$ cat config.mk
export PLATFORM = sky130hd
export DESIGN_NAME = ssa_ram
export DESIGN_NICKNAME = d
export VERILOG_FILES = /design/src/rtl/core/ssa_ram.sv
export SDC_FILE = /design/constraint.sdc
export NUM_CORES = 1
export LEC_CHECK = 0
export ABC_AREA = 1
export BUFFER_PORTS_ARGS = -buffer_cell sky130_fd_sc_hd__buf_2
export CORE_MARGIN = 8
export CORE_UTILIZATION = 35
export DETAILED_ROUTE_END_ITERATION = 10
export GPL_ROUTABILITY_DRIVEN = 0
export GPL_TIMING_DRIVEN = 0
export SYNTH_ARGS = -nofsm -noshare
export SYNTH_HDL_FRONTEND = slang
export SYNTH_SLANG_ARGS = --single-unit
$ cat constraint.sdc
create_clock -name clk -period 1.25 [get_ports clk]
set_clock_uncertainty 0.05 [all_clocks]
set_input_delay 0.25 -clock clk [delete_from_list [all_inputs] [get_ports clk]]
set_output_delay 0.25 -clock clk [all_outputs]
set_load 0.05 [all_outputs]
$ cat src/rtl/core/ssa_ram.sv
// Generic simple dual-port RAM: one write port, one read port, registered read.
// No package dependencies.
`default_nettype none

module ssa_ram #(
    parameter int WIDTH = 8,
    parameter int DEPTH = 16
) (
    input  wire logic                     clk,
    input  wire logic                     wr_en,
    input  wire logic [$clog2(DEPTH)-1:0] wr_addr,
    input  wire logic [WIDTH-1:0]         wr_data,
    input  wire logic                     rd_en,
    input  wire logic [$clog2(DEPTH)-1:0] rd_addr,
    output logic      [WIDTH-1:0]         rd_data
);

    logic [WIDTH-1:0] mem [DEPTH];

    always_ff @(posedge clk)
    begin
        if (wr_en)
        begin
            mem[wr_addr] <= wr_data;
        end
        if (rd_en)
        begin
            rd_data <= mem[rd_addr];
        end
    end

endmodule

`default_nettype wire

; ---- Yosys cells after proc, flatten, opt, wreduce, memory -nomap -nowiden
; Memory sizes are Yosys's and may differ from the RTL's. A register that Yosys moved wholly into a read port is not among the register bits.
; Cells that the tools add are included.
[totals]
regBits = 0
latchBits = 0
ram_bits = 128
rom_bits = 0
in_bits = 19
out_inout_bits = 8
n_memories = 1
[memory_table]
columns = memory, words, word_bits, read_ports, rd_clocked_by_memory_dff, write_ports, line_no
row1 = mem, 16, 8, 1, 1, 1, 18  ; logic [WIDTH-1:0] mem [DEPTH];
[op_classes]
add_sub_neg = 0
mul = 0
div = 0
order_cmp = 0
eq_ne = 0
n_shift = 0
mux = 2
bitwise = 0
reduce_logical = 0
[ops]
columns = operator, n
row1 = $mux W1, 2

; ---- Logic depth before layout (Yosys ltp)
; Gate-level depths: netlist of the first run.
[logic_depth]
depth_word = 2
mapped_depth = 8

; ---- Worst setup path before layout of the first run
; No wires, ideal clock.
[synth_path]
path_type = input to register
start = input wr_addr[3]
end = memory mem[4][0], enable pin
setup_time_ps = 370
arrival_ps = 831
slack_ps = -1
cell_stages = 2
path_buffers = 0
path_cell_list = nand3b_1 > nor2_1
[synth_rtl]
columns = item, line_no
row1 = from (decl), 11  ; input wire logic [$clog2(DEPTH)-1:0] wr_addr,
row2 = to (decl), 18
; No word-level cell before the write port.

; ---- Worst setup path in the final report of the first run
[layout_path]
start = input wr_addr[3]
end = memory mem[4][6], enable pin
; No word-level cell before the write port.

==> results of run 1 <==
critical path, cell delays in order:
cell and delay (ns):
buf_2 0.12, nand3b_1 0.27, nor2_1 0.74
layout make-up:
cell class	instances	area (µm²)
Inverter	102	383
Clock inverter	11	108
Fill cell	1584	9570
Timing Repair Buffer	23	165
Tap cell	220	275
Multi-Input combinational cell	289	1270
Clock buffer	20	437
Buffer	24	171
Sequential cell	136	4080
kinds of logic after synthesis:
kind of cell | after synthesis
buffers and inverters | 126
flip-flops | 136
AND/OR/NAND/NOR | 289
Yosys cell counts, drive strengths merged:
library cell and number:
nand2 173, edfxtp 136, inv 102, nand3 97, buf 24, nor2 17, nand3b 2
placed cells by master, fill, tap and decap left out, drive strengths merged:
master	count
bufinv	2
inv	102
nor2	17
edfxtp	136
nand3b	2
buf	45
clkinv	7
nand2	173
nand3	97
clkinvlp	2
clkbuf	22
repair_timing:
action	CTS	global route
setup endpoints to repair	72	68
setup buffers	0	0
resized for setup	24	11
per-layer routing:
layer / wire length (µm) / part of all wire (%)
met2: 6140 / 44
met1: 6500 / 47
met3: 863 / 6.2
met5: 0 / 0
met4: 362 / 2.6
state kept, by name, summed over array words and instances, names as in the netlist:
signal and cells:
rd_data 8, mem 128
worst min-delay path by stage:
stage                          start          to  slack, ns  depth (start not counted)
after floorplan           wr_data[0]   mem[0][0]       0.30                          0
after global placement         rd_en  rd_data[3]       0.53                          1
after detailed placement       rd_en  rd_data[1]       0.54                          1
after CTS                      rd_en  rd_data[6]       0.10                          1
after global routing           rd_en  rd_data[1]       0.11                          1
final                          rd_en  rd_data[0]       0.10                          1
power breakdown:
group          internal [µW]  switching [µW]
sequential              5140            28.2
combinational            224             548
clock                   2880            1750
stage by stage:
stage	cell area, µm²	worst slack, ns	power [µW]	utilization [%]
2_1_floorplan	5850	-0.000845	5690	-
6_report	6890	-0.129	10600	41.9
3_3_place_gp	6240	-0.506	5970	37.9
3_5_place_dp	6240	-0.544	5980	37.9
5_1_grt	6890	-0.186	10900	41.9
4_1_cts	6850	-0.102	10600	41.6
==> run metrics, run 1 <==
synth unique cells=11; Worst-path clk slew=0.06 ns; TritonCTS clock tree=built; DRC errors left=0; Max Cap Viol=0; Worst R2R Setup Slack=0.05 ns; Hold Violations, Final=0; I/O Pins=27; num rows=47; setup TNS=-1.80 ns; top post-synthesis cells by area=edfxtp_1 70%, nand2_1 11%, nand3_1 8.3%; mean post-synth cell area=10.6 µm²; crit path capture type=flop; fin. max-slew vios=0; Hold Path Class=input port to flop; M2 GR Usage=20.3%; complex-gate fraction of the synthesized area=0%; RSZ-0062 raised after global routing=yes; post-synthesis simple-gate area fraction=20.8%; cell area after synthesis=5850 µm²; pin count of the biggest net entering global routing=17; FF+latch count, synth=136; routed vias=3,807; worst setup path start=wr_addr[3]; period utilization=110%; area share of fa/ha/maj cells after synthesis=0%; outcome=finished, violations left; FF-to-FF path depth=6; final worst slack=-0.129 ns; GR peak layer=met2; Yosys warnings=0; die area=21,100 µm²; Worst-Skew Late Latency=0.43 ns; main combinational cell family by area after synthesis=simple AND/OR/NAND/NOR gates; number of global-route vias before repair=~3,800; Synth area leader=edfxtp_1; Core Area=16,500 µm²; GRT met1 Usage=17.9%; first-pass GRT wire length=about 22,000 µm; Bufs on Longest Clock Path=2; aggregate routed wire length=13,900 µm; share of layout cells above drive strength 1=between 10% and 20%; violated checks=setup timing; Hold Slack=0.102 ns; Sink Count=136; input/output buffers=23; cell count after synthesis=551; minimum clock period=1.38 ns; Worst Setup Start Kind=input port; reg2reg start=mem[2][2]; Global Route Usage Sum=13.5%; clock buffer count from CTS=17; critical path arrival=1.38 ns; Post-Synth XOR/XNOR Area=0%; placed cells=794; number of hold buffers added after CTS=0; # diodes=0; Die Y-Extent=roughly 150 µm; Layout Nets=approximately 600; worst r2r dst=rd_data[2]; Final HPWL DP=between 9000 and 10,000 µm; M3 GR Usage=around 3.6%; clock root buffer=clkbuf_16; worst-path maximum fanout=8; pwr dens=1530 nW/µm²; routed len/inst=roughly 17 µm; FMAX=725 MHz; via/cell ratio=4.61; mux cell area share after synthesis=0%; initial core utilization=35.5%; GRT Residual Overflow=0; leakage=between 0.002 and 0.003 µW; relative max-transition margin=around 40%; DIE WIDTH=145 µm; TritonRoute pass-1 iters=5; initial antenna violation count=0; Peak VDD IR=1070 µV; post-route insts no fill=roughly 830; Slew @ Worst Pin=0.899 ns; sequential area share after synthesis=between 60% and 70%; H-tree depth=4; post-synthesis net count=570; Iter 0 DRT Violations=318; crit path to=mem[4][6]; post-synth top area share=a little over two thirds; CP Data Required Time=1.25 ns; WS Path Type=input port to flop; Detail Route Antenna Nets=0; final setup fails=24; Area Overhead vs Synth=17.9%
Note: power is estimated with default switching activity, not from simulation.
==> run 2: changes to the inputs <==
==> constraint.sdc (replaced) <==
create_clock -name clk -period 1.4 [get_ports clk]
set_clock_uncertainty 0.05 [all_clocks]
set_input_delay 0.28 -clock clk [delete_from_list [all_inputs] [get_ports clk]]
set_output_delay 0.28 -clock clk [all_outputs]
set_load 0.05 [all_outputs]
==> run metrics, run 2 (synthesis gave the netlist of run 1 again) <==
outcome=finished, violations left; violated checks=setup timing; Sink Count=about 140; number of global-route vias before repair=between 3,000 and 4,000; Worst-Skew Late Latency=0.43 ns; final setup fails=8; initial core utilization=35.5%; H-tree depth=4; die area=21,100 µm²; Internal=approximately 7300 µW; Switch Pwr=around 2100 µW; leakage=~0.0029 µW; num rows=47; Slew @ Worst Pin=approximately 0.9 ns; Flop pwr share=49.1%; Worst-path clk slew=0.05 ns; Hold Slack=around 0.13 ns; aggregate routed wire length=around 14,000 µm; final worst slack=-0.00246 ns; Total Power=9400 µW; initial antenna violation count=0; most frequent cells in the layout=173 x nand2_1, 136 x edfxtp_1, 100 x inv_1; DIE WIDTH=around 150 µm; DRC errors left=0; max FFs per register=128; clock root buffer=clkbuf_16; routed vias=between 3,000 and 4,000; Bufs on Longest Clock Path=2; Max Cap Viol=0; first-pass GRT wire length=about 22,000 µm; Layout Nets=~600; hold path cells=1; minimum clock period=1.40 ns; WS Path Type=input port to flop; FF-to-FF path depth=6; Worst Setup Start Kind=input port; TritonCTS clock tree=built; via/cell ratio=4.60; Peak VDD IR=958 µV; Top Registers=mem: 128 flops, rd_data: 8 flops; period utilization=100%; share of layout cells above drive strength 1=13.1%; pin count of the biggest net entering global routing=17; worst-path maximum fanout=8; fillers=1,599; commonest non-fill, non-tap cell in the layout=nand2_1; clock share of power=44.0%; pwr dens=about 1400 nW/µm²; switching share of power=22.0%; RSZ-0062 raised after global routing=yes; # diodes=0; Hold Path Class=input port to flop; GRT Residual Overflow=0; Detail Route Antenna Nets=0; TritonRoute pass-1 iters=5; Die Y-Extent=145 µm; routed len/inst=16.7 µm; FMAX=713 MHz; Reg with most FFs=mem; combinational share of power=under 10%; fin. max-slew vios=0; relative max-transition margin=between 30% and 40%; Global Route Usage Sum=between 10% and 20%; Core Area=16,500 µm²; I/O Pins=27; Final HPWL DP=9340 µm; Area Overhead vs Synth=16.2%; Hold Violations, Final=0; critical path arrival=1.40 ns; Iter 0 DRT Violations=316; crit path capture type=flop; input/output buffers=23; Setup Fix Bufs, Post-CTS=0; CP Data Required Time=around 1.4 ns; clock buffer count from CTS=17
## run 2: cell count changes in the layout (fill, tap and decap cells not counted), sizes merged
cell and delta:
buf +2, clkbuf -2
## run 2: final timing paths
check,from,end,slack (ns)
worst min register to register,mem[13][5],rd_data[5],0.77
worst max-delay path,wr_addr[3],mem[4][4],-0.002
worst max register to register,mem[15][7],rd_data[7],0.19
worst min-delay path,rd_en,rd_data[0],0.13
## run 2: power groups by stage
stage | Combinational (µW) | Sequential [µW] | Clock (µW)
after global routing | 718 | 4620 | 4320
after CTS | 651 | 4610 | 4180
after global placement | 640 | 4690 | 0
final | 656 | 4610 | 4130
after floorplan | 322 | 4760 | 0
after detailed placement | 648 | 4690 | 0
## run 2: cell type report
type	count	area (µm²)	area share [%]
Sequential cell	136	4080	60.1
Multi-Input combinational cell	289	1230	18.0
Clock buffer	20	437	6.43
Inverter	102	383	5.64
Tap cell	220	275	4.05
Buffer	24	166	2.45
Timing Repair Buffer	23	115	1.69
Clock inverter	11	108	1.58
## run 2: layer usage
metal	up-vias	global-route usage (%)	wire length, µm
met5	-	0	0
met4	0	6.45	369
met3	28	3.61	926
met2	142	20.2	6080
met1	1760	17.9	6420
li1	1869	-	-
## run 2: repair_timing
item,in CTS,in global routing
setup endpoints to repair,0,40
hold buffers,0,0
gates resized for setup,0,5
## run 2: per-stage QoR
step | TNS [ns] | instance area [µm²] | util, % | setup WS [ns] | std cells
6_report | -0.0127 | 6790 | 41.3 | -0.00246 | 825
5_1_grt | -0.797 | 6790 | 41.3 | -0.0582 | 825
4_1_cts | 0 | 6780 | 41.2 | 0.0183 | 825
3_5_place_dp | -43.28 | 6240 | 37.9 | -0.424 | 794
3_3_place_gp | -39.01 | 6240 | 37.9 | -0.386 | 794
2_1_floorplan | 0 | 5850 | - | 0.119 | 551
## run 2: worst max-delay path, cell delays in order
cell	delay, ns
buf_2	0.12
nand3b_1	0.26
nor2_1	0.74
